--- src/sv/can_mbx_pkg.sv ---
// Shared types, register offsets and codes of the CAN mailbox register controller.
package can_mbx_pkg;

  localparam int NODES_DEF       = 2;
  localparam int FRAME_BYTES_DEF = 10;

  localparam int ADDR_W = 14;
  localparam int DATA_W = 8;

  // operation codes
  localparam logic [1:0] OP_READ  = 2'd0;
  localparam logic [1:0] OP_WRITE = 2'd1;
  localparam logic [1:0] OP_TICK  = 2'd2;

  // register byte offsets
  localparam logic [ADDR_W-1:0] REG_CONTROL = 14'd0;
  localparam logic [ADDR_W-1:0] REG_COMMAND = 14'd1;
  localparam logic [ADDR_W-1:0] REG_STATUS  = 14'd2;
  localparam logic [ADDR_W-1:0] REG_INT     = 14'd3;
  localparam logic [ADDR_W-1:0] REG_ACODE   = 14'd4;
  localparam logic [ADDR_W-1:0] REG_AMASK   = 14'd5;
  localparam logic [ADDR_W-1:0] REG_BTR0    = 14'd6;
  localparam logic [ADDR_W-1:0] REG_BTR1    = 14'd7;

  localparam logic [DATA_W-1:0] MBOX_EMPTY      = 8'hff;
  localparam logic [DATA_W-1:0] NODE_RESET_CODE = 8'h01;
  localparam logic [DATA_W-1:0] READ_CONTROL    = 8'h01;
  localparam logic [DATA_W-1:0] READ_COMMAND    = 8'hff;
  localparam logic [DATA_W-1:0] READ_STATUS     = 8'h00;
  localparam logic [DATA_W-1:0] READ_UNMAPPED   = 8'hff;

  typedef struct packed {
    logic [1:0]        op;
    logic              node;
    logic [ADDR_W-1:0] addr;
    logic [DATA_W-1:0] wdata;
  } in_item_t;

  typedef struct packed {
    logic [DATA_W-1:0] rdata;
    logic              irq_level;
  } out_item_t;

  // controller to datapath
  typedef struct packed {
    logic load_item;
    logic exec;
    logic tx_step;
    logic rx_step;
    logic out_load;
  } ctl_cmd_t;

  // datapath to controller
  typedef struct packed {
    logic is_send;
    logic is_tick_copy;
    logic cnt_done;
    logic out_free;
  } ctl_sts_t;

endpackage

--- src/sv/can_mbx_ctrl.sv ---
// Sequencing state machine of the CAN mailbox register controller.
module can_mbx_ctrl (
  input  logic                  clk_i,
  input  logic                  rst_ni,
  input  logic                  in_valid_i,
  output logic                  in_ready_o,
  input  can_mbx_pkg::ctl_sts_t sts_i,
  output can_mbx_pkg::ctl_cmd_t cmd_o
);
  import can_mbx_pkg::*;

  typedef enum logic [2:0] {
    S_IDLE,
    S_EXEC,
    S_TX_COPY,
    S_RX_COPY,
    S_FINISH
  } state_e;

  state_e state_q, state_d;

  always_comb begin
    state_d = state_q;
    cmd_o   = '0;
    case (state_q)
      S_IDLE: begin
        if (in_valid_i) begin
          cmd_o.load_item = 1'b1;
          state_d         = S_EXEC;
        end
      end
      S_EXEC: begin
        cmd_o.exec = 1'b1;
        if (sts_i.is_send) begin
          state_d = S_TX_COPY;
        end else if (sts_i.is_tick_copy) begin
          state_d = S_RX_COPY;
        end else begin
          state_d = S_FINISH;
        end
      end
      S_TX_COPY: begin
        cmd_o.tx_step = 1'b1;
        if (sts_i.cnt_done) begin
          state_d = S_FINISH;
        end
      end
      S_RX_COPY: begin
        cmd_o.rx_step = 1'b1;
        if (sts_i.cnt_done) begin
          state_d = S_FINISH;
        end
      end
      S_FINISH: begin
        if (sts_i.out_free) begin
          cmd_o.out_load = 1'b1;
          state_d        = S_IDLE;
        end
      end
      default: begin
        state_d = S_IDLE;
      end
    endcase
  end

  always_ff @(posedge clk_i or negedge rst_ni) begin
    if (!rst_ni) begin
      state_q <= S_IDLE;
    end else begin
      state_q <= state_d;
    end
  end

  assign in_ready_o = (state_q == S_IDLE);

`ifndef SYNTHESIS
  a_accept_to_exec: assert property (@(posedge clk_i) disable iff (!rst_ni)
    (state_q == S_IDLE && in_valid_i) |=> state_q == S_EXEC)
    else $error("accepted transfer did not enter execute");
  a_send_copies: assert property (@(posedge clk_i) disable iff (!rst_ni)
    (state_q == S_EXEC && sts_i.is_send) |=> state_q == S_TX_COPY)
    else $error("send did not start the frame copy");
  a_copy_ends: assert property (@(posedge clk_i) disable iff (!rst_ni)
    (state_q == S_TX_COPY && sts_i.cnt_done) |=> state_q == S_FINISH)
    else $error("frame copy did not finish");
`endif

endmodule

--- src/sv/can_mbx_datapath.sv ---
// Register file, frame buffers, mailbox and result register of the CAN mailbox controller.
module can_mbx_datapath #(
  parameter int NODES       = can_mbx_pkg::NODES_DEF,
  parameter int FRAME_BYTES = can_mbx_pkg::FRAME_BYTES_DEF
) (
  input  logic                   clk_i,
  input  logic                   rst_ni,
  input  can_mbx_pkg::in_item_t  in_item_i,
  input  can_mbx_pkg::ctl_cmd_t  cmd_i,
  output can_mbx_pkg::ctl_sts_t  sts_o,
  input  logic                   out_ready_i,
  output logic                   out_valid_o,
  output can_mbx_pkg::out_item_t out_item_o
);
  import can_mbx_pkg::*;

  localparam int NW      = (NODES > 1) ? $clog2(NODES) : 1;
  localparam int ENTRIES = NODES * FRAME_BYTES;
  localparam int EW      = $clog2(ENTRIES);
  localparam int FW      = $clog2(FRAME_BYTES);
  localparam int CW      = $clog2(FRAME_BYTES + 1);

  in_item_t item_q;

  // per-node registers
  logic [1:0]        flags_q [NODES];
  logic              irq_q   [NODES];
  logic [DATA_W-1:0] acode_q [NODES];
  logic [DATA_W-1:0] amask_q [NODES];
  logic [DATA_W-1:0] btr0_q  [NODES];
  logic [DATA_W-1:0] btr1_q  [NODES];
  logic [DATA_W-1:0] sender_q;

  // buffers: entries not valid read as zero
  logic [DATA_W-1:0] tx_mem [ENTRIES];
  logic [DATA_W-1:0] rx_mem [ENTRIES];
  logic [DATA_W-1:0] mb_mem [FRAME_BYTES];
  logic              tx_vld_q [ENTRIES];
  logic              rx_vld_q [ENTRIES];
  logic [DATA_W-1:0] tx_rd_q, rx_rd_q, mb_rd_q;
  logic              tx_rd_vld_q, rx_rd_vld_q;

  logic [CW-1:0] cnt_q;
  logic [FW-1:0] cnt_idx, cnt_prev;
  logic          cnt_lt, cnt_nz;

  logic          out_valid_q;
  out_item_t     out_item_q;

  logic [NW-1:0] node_idx;
  logic          node_ok;
  logic          is_read, is_write, is_tick;
  logic          is_send, is_node_rst, is_tick_copy;
  logic          in_tx, in_rx;
  logic [FW-1:0] tx_off, rx_off;
  logic [EW-1:0] bus_tx_ent, bus_rx_ent, copy_ent, copy_prev_ent;

  logic              tx_re, tx_we, rx_re, rx_we, mb_re, mb_we;
  logic [EW-1:0]     tx_ra, rx_wa;
  logic [DATA_W-1:0] rx_wd, mb_wd, rd_byte;

  // ---- decode of the held item
  assign node_idx = NW'(item_q.node);
  assign node_ok  = (32'(item_q.node) < NODES);
  assign is_read  = node_ok && (item_q.op == OP_READ);
  assign is_write = node_ok && (item_q.op == OP_WRITE);
  assign is_tick  = node_ok && (item_q.op == OP_TICK);

  assign is_send     = is_write && (item_q.addr == REG_COMMAND) && item_q.wdata[0];
  assign is_node_rst = is_write && (item_q.addr == REG_CONTROL) &&
                       (item_q.wdata == NODE_RESET_CODE);
  assign is_tick_copy = is_tick && (sender_q != MBOX_EMPTY) &&
                        (sender_q != DATA_W'(node_idx));

  assign in_tx = (item_q.addr >= ADDR_W'(FRAME_BYTES)) &&
                 (item_q.addr <  ADDR_W'(2 * FRAME_BYTES));
  assign in_rx = (item_q.addr >= ADDR_W'(2 * FRAME_BYTES)) &&
                 (item_q.addr <  ADDR_W'(3 * FRAME_BYTES));
  assign tx_off = FW'(item_q.addr - ADDR_W'(FRAME_BYTES));
  assign rx_off = FW'(item_q.addr - ADDR_W'(2 * FRAME_BYTES));

  assign cnt_idx  = cnt_q[FW-1:0];
  assign cnt_prev = FW'(cnt_q - CW'(1));
  assign cnt_lt   = (cnt_q < CW'(FRAME_BYTES));
  assign cnt_nz   = (cnt_q != '0);

  assign bus_tx_ent    = EW'(node_idx * FRAME_BYTES + tx_off);
  assign bus_rx_ent    = EW'(node_idx * FRAME_BYTES + rx_off);
  assign copy_ent      = EW'(node_idx * FRAME_BYTES + cnt_idx);
  assign copy_prev_ent = EW'(node_idx * FRAME_BYTES + cnt_prev);

  // ---- memory ports
  assign tx_re = (cmd_i.exec && is_read && in_tx) || (cmd_i.tx_step && cnt_lt);
  assign tx_ra = cmd_i.exec ? bus_tx_ent : copy_ent;
  assign tx_we = cmd_i.exec && is_write && in_tx;

  assign rx_re = cmd_i.exec && is_read && in_rx;
  assign rx_we = (cmd_i.exec && is_write && in_rx) || (cmd_i.rx_step && cnt_nz);
  assign rx_wa = cmd_i.exec ? bus_rx_ent : copy_prev_ent;
  assign rx_wd = cmd_i.exec ? item_q.wdata : mb_rd_q;

  assign mb_we = cmd_i.tx_step && cnt_nz;
  assign mb_wd = tx_rd_vld_q ? tx_rd_q : '0;
  assign mb_re = cmd_i.rx_step && cnt_lt;

  always_ff @(posedge clk_i) begin
    if (cmd_i.load_item) begin
      item_q <= in_item_i;
    end
  end

  always_ff @(posedge clk_i) begin
    if (tx_we) begin
      tx_mem[bus_tx_ent] <= item_q.wdata;
    end
    if (tx_re) begin
      tx_rd_q     <= tx_mem[tx_ra];
      tx_rd_vld_q <= tx_vld_q[tx_ra];
    end
  end

  always_ff @(posedge clk_i) begin
    if (rx_we) begin
      rx_mem[rx_wa] <= rx_wd;
    end
    if (rx_re) begin
      rx_rd_q     <= rx_mem[bus_rx_ent];
      rx_rd_vld_q <= rx_vld_q[bus_rx_ent];
    end
  end

  always_ff @(posedge clk_i) begin
    if (mb_we) begin
      mb_mem[cnt_prev] <= mb_wd;
    end
    if (mb_re) begin
      mb_rd_q <= mb_mem[cnt_idx];
    end
  end

  // valid bits: node reset clears a node's entries at once
  always_ff @(posedge clk_i or negedge rst_ni) begin
    if (!rst_ni) begin
      for (int i = 0; i < ENTRIES; i++) begin
        tx_vld_q[i] <= 1'b0;
        rx_vld_q[i] <= 1'b0;
      end
    end else begin
      for (int n = 0; n < NODES; n++) begin
        for (int j = 0; j < FRAME_BYTES; j++) begin
          if (cmd_i.exec && is_node_rst && (NW'(n) == node_idx)) begin
            tx_vld_q[n * FRAME_BYTES + j] <= 1'b0;
            rx_vld_q[n * FRAME_BYTES + j] <= 1'b0;
          end
        end
      end
      if (tx_we) begin
        tx_vld_q[bus_tx_ent] <= 1'b1;
      end
      if (rx_we) begin
        rx_vld_q[rx_wa] <= 1'b1;
      end
    end
  end

  // copy counter
  always_ff @(posedge clk_i or negedge rst_ni) begin
    if (!rst_ni) begin
      cnt_q <= '0;
    end else if (cmd_i.exec) begin
      cnt_q <= '0;
    end else if ((cmd_i.tx_step || cmd_i.rx_step) && cnt_lt) begin
      cnt_q <= cnt_q + CW'(1);
    end
  end

  // per-node registers and mailbox sender
  always_ff @(posedge clk_i or negedge rst_ni) begin
    if (!rst_ni) begin
      for (int n = 0; n < NODES; n++) begin
        flags_q[n] <= '0;
        irq_q[n]   <= 1'b0;
        acode_q[n] <= '0;
        amask_q[n] <= '0;
        btr0_q[n]  <= '0;
        btr1_q[n]  <= '0;
      end
      sender_q <= MBOX_EMPTY;
    end else if (cmd_i.exec) begin
      if (is_node_rst) begin
        flags_q[node_idx] <= '0;
        acode_q[node_idx] <= '0;
        amask_q[node_idx] <= '0;
        btr0_q[node_idx]  <= '0;
        btr1_q[node_idx]  <= '0;
      end
      if (is_send) begin
        sender_q             <= DATA_W'(node_idx);
        flags_q[node_idx][1] <= 1'b1;
        irq_q[node_idx]      <= 1'b1;
      end
      if (is_write) begin
        case (item_q.addr)
          REG_INT: begin
            // bit 0 wins over bit 1
            if (item_q.wdata[0]) begin
              flags_q[node_idx][0] <= 1'b0;
              irq_q[node_idx]      <= 1'b0;
            end else if (item_q.wdata[1]) begin
              flags_q[node_idx][1] <= 1'b0;
              irq_q[node_idx]      <= 1'b0;
            end
          end
          REG_ACODE: acode_q[node_idx] <= item_q.wdata;
          REG_AMASK: amask_q[node_idx] <= item_q.wdata;
          REG_BTR0:  btr0_q[node_idx]  <= item_q.wdata;
          REG_BTR1:  btr1_q[node_idx]  <= item_q.wdata;
          default: begin
          end
        endcase
      end
      if (is_tick_copy) begin
        flags_q[node_idx][0] <= 1'b1;
        irq_q[node_idx]      <= 1'b1;
        sender_q             <= MBOX_EMPTY;
      end
    end
  end

  // ---- read mux
  always_comb begin
    rd_byte = '0;
    if (is_read) begin
      case (item_q.addr)
        REG_CONTROL: rd_byte = READ_CONTROL;
        REG_COMMAND: rd_byte = READ_COMMAND;
        REG_STATUS:  rd_byte = READ_STATUS;
        REG_INT:     rd_byte = DATA_W'(flags_q[node_idx]);
        REG_ACODE:   rd_byte = acode_q[node_idx];
        REG_AMASK:   rd_byte = amask_q[node_idx];
        REG_BTR0:    rd_byte = btr0_q[node_idx];
        REG_BTR1:    rd_byte = btr1_q[node_idx];
        default: begin
          if (in_tx) begin
            rd_byte = tx_rd_vld_q ? tx_rd_q : '0;
          end else if (in_rx) begin
            rd_byte = rx_rd_vld_q ? rx_rd_q : '0;
          end else begin
            rd_byte = READ_UNMAPPED;
          end
        end
      endcase
    end
  end

  // ---- result register
  always_ff @(posedge clk_i or negedge rst_ni) begin
    if (!rst_ni) begin
      out_valid_q <= 1'b0;
    end else if (cmd_i.out_load) begin
      out_valid_q <= 1'b1;
    end else if (out_ready_i) begin
      out_valid_q <= 1'b0;
    end
  end

  always_ff @(posedge clk_i) begin
    if (cmd_i.out_load) begin
      out_item_q.rdata     <= rd_byte;
      out_item_q.irq_level <= node_ok ? irq_q[node_idx] : 1'b0;
    end
  end

  assign out_valid_o = out_valid_q;
  assign out_item_o  = out_item_q;

  assign sts_o.is_send      = is_send;
  assign sts_o.is_tick_copy = is_tick_copy;
  assign sts_o.cnt_done     = (cnt_q == CW'(FRAME_BYTES));
  assign sts_o.out_free     = !out_valid_q || out_ready_i;

`ifndef SYNTHESIS
  a_send_fills_mbox: assert property (@(posedge clk_i) disable iff (!rst_ni)
    (cmd_i.exec && is_send) |=> sender_q != MBOX_EMPTY)
    else $error("send left the mailbox empty");
  a_tick_empties_mbox: assert property (@(posedge clk_i) disable iff (!rst_ni)
    (cmd_i.exec && is_tick_copy) |=> sender_q == MBOX_EMPTY)
    else $error("receive did not empty the mailbox");
  a_result_posted: assert property (@(posedge clk_i) disable iff (!rst_ni)
    cmd_i.out_load |=> out_valid_q)
    else $error("result not posted");
`endif

endmodule

--- src/sv/can_mailbox_register_controller_unit.sv ---
// Top level of the CAN mailbox register controller: controller plus datapath.
//
// Register interface of NODES controller nodes that share one frame mailbox of
// FRAME_BYTES bytes. Each input transfer is a byte read, a byte write or a receive tick
// addressed to one node, and yields exactly one result transfer carrying the
// read byte (zero unless a read) and the node's interrupt line after the step.
// Steps: a register access or a tick with nothing to copy goes from acceptance
// to result through accept, execute and post result. A send (command bit 0)
// or a receive tick that takes a frame adds a copy step after execute: the
// frame bytes move one per cycle through the single read port of the transmit
// buffer or the mailbox, and the last registered read is drained before the
// step ends. Input is accepted whenever the sequencer is idle, even while the
// previous result still waits in the output register; a new result waits only
// while that register is full and not being taken. Buffer clears on a node reset
// happen at once through per-entry valid bits; there is no clearing pass after reset.
module can_mailbox_register_controller_unit #(
  parameter int NODES       = can_mbx_pkg::NODES_DEF,
  parameter int FRAME_BYTES = can_mbx_pkg::FRAME_BYTES_DEF
) (
  input  logic                   clk_i,
  input  logic                   rst_ni,
  input  logic                   in_valid_i,
  output logic                   in_ready_o,
  input  can_mbx_pkg::in_item_t  in_item_i,
  output logic                   out_valid_o,
  input  logic                   out_ready_i,
  output can_mbx_pkg::out_item_t out_item_o
);
  import can_mbx_pkg::*;

  // command and status between sequencer and datapath
  ctl_cmd_t cmd;
  ctl_sts_t sts;

  can_mbx_ctrl u_ctrl (
    .clk_i      (clk_i),
    .rst_ni     (rst_ni),
    .in_valid_i (in_valid_i),
    .in_ready_o (in_ready_o),
    .sts_i      (sts),
    .cmd_o      (cmd)
  );

  can_mbx_datapath #(
    .NODES       (NODES),
    .FRAME_BYTES (FRAME_BYTES)
  ) u_datapath (
    .clk_i       (clk_i),
    .rst_ni      (rst_ni),
    .in_item_i   (in_item_i),
    .cmd_i       (cmd),
    .sts_o       (sts),
    .out_ready_i (out_ready_i),
    .out_valid_o (out_valid_o),
    .out_item_o  (out_item_o)
  );

endmodule
--- config.mk ---
export PLATFORM = sky130hd
export DESIGN_NAME = can_mailbox_register_controller_unit
export DESIGN_NICKNAME = d
export VERILOG_FILES = /design/src/sv/can_mbx_pkg.sv /design/src/sv/can_mbx_ctrl.sv /design/src/sv/can_mbx_datapath.sv /design/src/sv/can_mailbox_register_controller_unit.sv
export SDC_FILE = /design/constraint.sdc
export NUM_CORES = 1
export LEC_CHECK = 0
export BUFFER_PORTS_ARGS = -buffer_cell sky130_fd_sc_hd__buf_2
export CAP_MARGIN = 20
export CORE_ASPECT_RATIO = 0.9
export CORE_UTILIZATION = 50
export CTS_CLUSTER_SIZE = 12
export DETAILED_ROUTE_END_ITERATION = 12
export GPL_TIMING_DRIVEN = 0
export HOLD_SLACK_MARGIN = 0.02
export PLACE_DENSITY = 0.76
export SLEW_MARGIN = 20
export SYNTH_ARGS = -nofsm -noshare
export SYNTH_HDL_FRONTEND = slang
export SYNTH_SLANG_ARGS = --single-unit
export TNS_END_PERCENT = 10
--- constraint.sdc ---
create_clock -name clk_i -period 4.2 [get_ports clk_i]
set_clock_uncertainty 0.1 [all_clocks]
set_input_delay 0.21 -clock clk_i [delete_from_list [all_inputs] [get_ports clk_i]]
set_output_delay 0.21 -clock clk_i [all_outputs]
set_load 0.05 [all_outputs]
# After elaboration in Yosys (flattened, before gate mapping)
# Memory sizes are Yosys's and may differ from the RTL's. A register that Yosys moved wholly into a read port is not among the register bits.
# Index checks and enable logic that the tools add are counted.
dict set report classes {
  mux 151
  eq_ne 20
  bitwise_logic 25
  n_div 0
  n_addsub 8
  order_cmp 13
  mul 1
  reduce_logical 40
  shift 0
}
# cell n
set ops {}
lappend ops {{2-to-1 mux 16 bit} 16}
lappend ops {{2-to-1 mux 8 bit} 20}
lappend ops {{2-to-1 mux 1 bit} 66}
lappend ops {{bitwise AND 16 bit} 4}
lappend ops {{bitwise mux 16 bit} 4}
lappend ops {{one-hot mux 8 bit (8 select lines)} 1}
lappend ops {{equality test 14 x 3 -> 1 bit, second input constant} 4}
lappend ops {{2-to-1 mux 4 bit} 12}
lappend ops {{2-to-1 mux 20 bit} 2}
lappend ops {{OR 20 bit} 2}
lappend ops {{equality test 14 x 2 -> 1 bit, second input constant} 2}
lappend ops {{less-than comparator 14 x 5 -> 1 bit, second input constant} 2}
lappend ops {{2-to-1 mux 2 bit} 13}
lappend ops {{logical AND 1 bit} 25}
lappend ops {{greater-or-equal comparator 6 bit, second input constant} 4}
lappend ops {{inverter 5 -> 6 bit} 4}
lappend ops {{adder 5 x 4 -> 5 bit} 4}
lappend ops {{inverter 16 bit} 1}
lappend ops {{2-to-1 mux 3 bit} 5}
lappend ops {{equality test 14 x 1 -> 1 bit, second input constant} 1}
lappend ops {{greater-or-equal comparator 14 x 4 -> 1 bit, second input constant} 1}
lappend ops {{greater-or-equal comparator 14 x 5 -> 1 bit, second input constant} 1}
lappend ops {{zero test 14 bit} 1}
lappend ops {{bitwise AND 4 bit} 3}
lappend ops {{other kinds (43)} 60}
dict set report totals {
  romBits 0
  in_bits 29
  latchBits 0
  out_inout_bits 11
  mem_count 3
  ram_bits 400
  wordCells 325
  reg_bits 162
}
# name words word_bits read_ports rd_clocked_by_memory_dff wr line
set memory_table {}
lappend memory_table {u_datapath.rx_mem 20 8 1 1 1 can_mbx_datapath.sv:36} ;# logic [DATA_W-1:0] rx_mem [ENTRIES];
lappend memory_table {u_datapath.tx_mem 20 8 1 1 1 can_mbx_datapath.sv:35} ;# logic [DATA_W-1:0] tx_mem [ENTRIES];
lappend memory_table {u_datapath.mb_mem 10 8 1 1 1 can_mbx_datapath.sv:37} ;# logic [DATA_W-1:0] mb_mem [FRAME_BYTES];

# Depth between registers and ports, before layout
dict set report depth {
  ltp_word 20
  mapped_depth 13
  mapped_depth_nobuf 10
}

# Modules after synthesis
# A second synthesis with hierarchy kept.
dict set report hier_totals {
  cells_unflattened 1500
  area_unflattened_um2 24329.6
}
# mod n_inst seq_area_each_um2 cells_per_inst area_per_inst_um2
set by_module_without_submodules {}
lappend by_module_without_submodules {can_mbx_datapath 1 16743.6 1474 24079.3}
lappend by_module_without_submodules {can_mbx_ctrl 1 75.1 26 250.2}

# Worst setup path after synthesis
# Ideal clock, no wire load.
dict set report synth_path {
  kind {reg-to-reg}
  start {register u_datapath.cnt_q[0] (netlist: u_datapath.cnt_idx[0])}
  end {memory u_datapath.rx_mem[10][0], enable pin}
  setup_slack_ns 0.424
  path_buffers 3
  setup_time_ns 0.374
  stages_incl_launch_ff 13
  period_less_slack_ns 3.776
  t_required_ns 3.726
  t_arrival_ns 3.302
  path_cell_list {dfrtp_1 -> clkbuf_1 -> buf_2 -> buf_2 -> inv_1 -> ha_1 -> xnor2_1 -> inv_1 -> ha_1 -> xnor2_1 -> o21a_1 -> or3b_2 -> nor2_1}
}
dict set report synth_between {
  elab_chain_cells 5
  elab_cells_between_ends 8
  cone_classes {add/sub (2); mux (3); reduce/logical (3)}
}
# element line
set synth_rtl {}
lappend synth_rtl {{start: declaration} can_mbx_datapath.sv:43} ;# logic [CW-1:0] cnt_q;
lappend synth_rtl {{start signal: assignment} can_mbx_datapath.sv:173} ;# cnt_q <= cnt_q + CW'(1);
lappend synth_rtl {{branches (longest 5 deep; another with adder 5 x 4 -> 5 bit)} -}
lappend synth_rtl {{end: declaration} can_mbx_datapath.sv:36}
# Several ways; the timed one is not identified.

# Worst setup path after layout
dict set report layout_path {
  start {register u_datapath.item_q[9] (netlist name)}
  end {memory u_datapath.tx_mem[19][4], enable pin}
}
dict set report layout_between {
  elab_chain_cells 5
  elab_cells_between_ends 8
  cone_classes {add/sub (2); order compare (2); mux (2); reduce/logical (2)}
}
# element line
set layout_rtl {}
lappend layout_rtl {{start: declaration} can_mbx_datapath.sv:23} ;# in_item_t item_q;
lappend layout_rtl {{start signal: assignment} can_mbx_datapath.sv:108} ;# item_q <= in_item_i;
lappend layout_rtl {{greater-or-equal comparator 14 x 4 -> 1 bit / less-than comparator 14 x 5 -> 1 bit (equally long branches)} {can_mbx_datapath.sv:75, can_mbx_datapath.sv:76}}
lappend layout_rtl {{logical AND 1 bit} can_mbx_datapath.sv:75} ;# assign in_tx = (item_q.addr >= ADDR_W'(FRAME_BYTES)) &&
lappend layout_rtl {{logical AND 1 bit} can_mbx_datapath.sv:95} ;# assign tx_we = cmd_i.exec && is_write && in_tx;
lappend layout_rtl {{2-to-1 mux 1 bit} can_mbx_datapath.sv:113} ;# if (tx_we) begin
lappend layout_rtl {{2-to-1 mux 1 bit (not written as such)} can_mbx_datapath.sv:114} ;# tx_mem[bus_tx_ent] <= item_q.wdata;
lappend layout_rtl {{end: declaration} can_mbx_datapath.sv:35}
# Parallel ways exist; a longest one is shown, timed or not.

==> flow_metrics.py <==
metrics = {
    "run_status": {
        "run_status": "finished with violations",
        "failed_checks": "setup timing",
    },
    "timing": {
        "rsz0062_at_grt": "yes",
        "slew_viol_final": 0,
        "min_period_over_period_pct": 101,
        "period_needed_ns": 4.25,
        "tns_ns": -0.533,
        "fmaxAchievable_ghz": 0.235,
        "finalWorstSetupSlack_ns": -0.0534,
        "fin_hold_ws_ns": 0.0315,
        "timing_hold_violations_final": 0,
        "slew_headroom_pct": 13.8,
        "tightestPinTransition_ns": 1.29,
        "setup_viol": 28,
    },
    "yosys": {
        "syn_nets": 1676,
        "syn_inst": 1622,
        "yosys.area_share.simple_pct": 7.38,
        "synth-compound-area-share_pct": 8.77,
        "synth_fa_ha_area_share_pct": 1.27,
        "synth_edf_count": 460,
        "ys_warn_count": 0,
        "seq_area_frac_synth_pct": 68.4,
        "synth_area_sq_mm": 0.0246,
        "synth-seq-cells": 580,
        "synth_xor_area_share_pct": 0.356,
        "muxShareOfSynthArea_pct": 11.8,
        "synthFlopType": "edfxtp_1",
        "synth_top_family_by_area": "multiplexers",
        "synthArstFlopShare_pct": 20.7,
        "syn_avg_cell_area_sq_um": 15.2,
        "synth_cell_types": 65,
    },
    "placed_design": {
        "dpl-instance-area_sq_mm": 0.0256,
        "gp_congestion": 0.909,
        "port_buffers": 39,
        "dp_hpwl_mm": 39.4,
    },
    "worst_setup_path": {
        "cp_max_fo": 10,
        "required_ns": 4.36,
        "cp.arrival_ns": 4.41,
        "startpoint_type": "register",
        "cpMaxStageDelayCell": "edfxtp_1",
        "cpPeakStageDelay_ns": 0.56,
        "path_class": "register to register",
        "end_kind": "register",
        "cpMostUsedCell": "buf_2",
        "cp_cell_sequence": "clkbuf_2, inv_1, ha_1, buf_2, buf_2, buf_2, buf_2, nand3_2, nor2_2",
    },
    "clocking": {
        "cts_sinks": 580,
        "root_buffer": "clkbuf_16",
        "clk_pin_slew_ns": 0.06,
        "h-tree-depth": 2,
        "clk_latency_ns": 0.64,
        "clock_path_buffers": 3,
        "cts_buffers": 57,
        "cts_tree": "yes",
    },
    "global_route": {
        "use_met2_pct": 36.6,
        "grt-busiest-layer": "met2",
        "met1_usage_pct": 35.5,
        "grtUsageMet3_pct": 4.89,
        "antenna_found_initial": 1,
        "grt_pass1_wl_mm": 91.8,
        "grt_pass1_vias": 15300,
        "grt_start_max_net_pins": 72,
        "track_usage_pct": 24.3,
        "overflow": 0,
    },
    "floorplanning": {
        "io_pins": 40,
        "start_util_pct": 51.0,
        "rows": 76,
        "fp.dieH_microns": 212,
        "fp.dieW_microns": 236,
        "core-area_sq_mm": 0.0482,
        "die_area_sq_mm": 0.0500,
    },
    "detailed_routing": {
        "wl_per_cell_microns": 24.6,
        "ant_nets": 0,
        "wirelength_mm": 59.8,
        "drt_first_iter_violations": 1945,
        "drc_errors": 0,
        "vias_per_cell": 6.30,
        "num_vias": 15300,
        "drt_first_pass_iters": 6,
    },
    "min_path": {
        "hp-class": "primary input to asynchronous set/reset pin",
    },
    "layout": {
        "area_growth_pct": 13.9,
        "fin_area_sq_mm": 0.0280,
        "final_nets": 1811,
        "postLayoutCoreUtil_pct": 58.1,
        "layout-drive-gt1-share_pct": 17.8,
        "antenna_cells": 0,
    },
    "pwr": {
        "power_density_mw_per_mm2": 610,
        "p_leak_nw": 9.98,
        "ir_drop_uv": 386,
    },
    "run": {
        "drv_cap": 0,
    },
}
==> cells by family after synthesis <==
family / Yosys count
flops: 580
mux: 193
fa+ha+maj: 25
xor+xnor: 10
simple gates: 396
compound gates: 319
buf+inv: 99
==> stage by stage <==
stage	power [mW]	worst slack (ns)	instances
floorplan	10.4	0.424	1622
global placement	11.9	-0.897	2285
detailed placement	12.0	-1.03	2287
CTS	17.0	0.0251	2430
global route	17.7	-0.171	2430
finish	17.1	-0.0534	2430
==> per-layer routing <==
metal / vias to the layer above / part of all wire [%]
met4: 0 / 3.3
met3: 126 / 9.2
met2: 806 / 45
li1: 6574 / -
met5: - / 0
met1: 7809 / 43
==> timing repair <==
action | 4_1_cts | 5_1_grt
setup buffers | 7 | 1
gates cloned | 0 | 0
hold buffers | 28 | 0
gates resized for setup | 53 | 10
endpoints found under the hold margin | 145 | 0
endpoints found under the setup margin | 365 | 286
pin swaps | 5 | 3
==> critical path: cells and delay by family, from the launching register on <==
kind                       cells  cell delay, ns
adders and majority gates      1            0.45
buffers and inverters          6            1.85
DFF                            1            0.56
and+or+nand+nor                2            0.91
==> final cells by class <==
type                    instances  area (sq um)
fillers                      3559         20200
flip-flops and latches        580         16800
multi-input cells             943          7500
clock buffers                 103          1710
well taps                     624           781
repair buffers                 77           611
plain buffers                  84           433
clock inverters                 5          80.1
inverters                      14          52.6
==> placed cells by master (no fill, tap or decap), types with 17 or more instances in the layout <==
cell and n:
edfxtp_1 460, nand2_1 175, dfrtp_1 117, mux2i_1 89
a21oi_1 87, clkbuf_1 78, mux4_2 72, a22o_1 65
buf_2 58, clkbuf_16 58, o21ai_0 51, nor2_1 50
nand3_1 38, mux2_2 28, and2_1 27, dlygate4sd3_1 27
a31oi_1 25, ha_1 25, nor2_4 20, nor2_2 17
a21o_1 17
==> where the power goes <==
| group | switching (mW) | total (mW) | internal (mW) |
|---|---|---|---|
| registers | 0.291 | 7.14 | 6.85 |
| clock network | 2.15 | 4.90 | 2.75 |
| logic | 3.29 | 5.02 | 1.73 |
| total | 5.73 | 17.1 | 11.3 |
==> cells in the mapped netlist, types with 7 or more instances <==
library cell	number	area share, %
and2_1	28	0.71
ha_1	25	1.3
nand3_1	39	0.79
a211oi_1	11	0.34
nor3_1	12	0.24
mux2i_1	89	3.6
a22o_1	65	2.3
mux2_2	28	1.3
a31oi_1	25	0.64
o21ai_0	55	1.1
nand2b_1	7	0.18
nor2_1	82	1.3
mux4_2	72	6.6
a221o_1	7	0.29
buf_2	20	0.41
a21o_1	17	0.52
dfrtp_1	118	12
edfxtp_1	460	56
clkbuf_1	44	0.67
a21oi_1	87	1.8
buf_1	8	0.12
and3_1	9	0.23
nand2_1	175	2.7
o221ai_1	8	0.29
inv_1	14	0.21
nor4_1	8	0.20
a221oi_1	14	0.50
==> path summary, 6_finish.rpt <==
path | start | slack [ns] | depth (start not counted) | endpoint
max | u_datapath.item_q[9] | -0.05 | 9 | u_datapath.tx_mem[19][4]
min | rst_ni | 0.03 | 3 | asynchronous set/reset pin
max reg2reg | u_datapath.item_q[9] | -0.05 | 9 | u_datapath.tx_mem[19][4]
min reg2reg | u_datapath.rx_vld_q[14] | 0.38 | 1 | u_datapath.rx_vld_q[14]
max in group asynchronous | rst_ni | 3.58 | 3 | u_datapath.tx_vld_q[19]
min in group clk_i | in_item_i[16] | 0.18 | 2 | u_datapath.item_q[16]
Note: power is estimated with default switching activity, not from simulation.
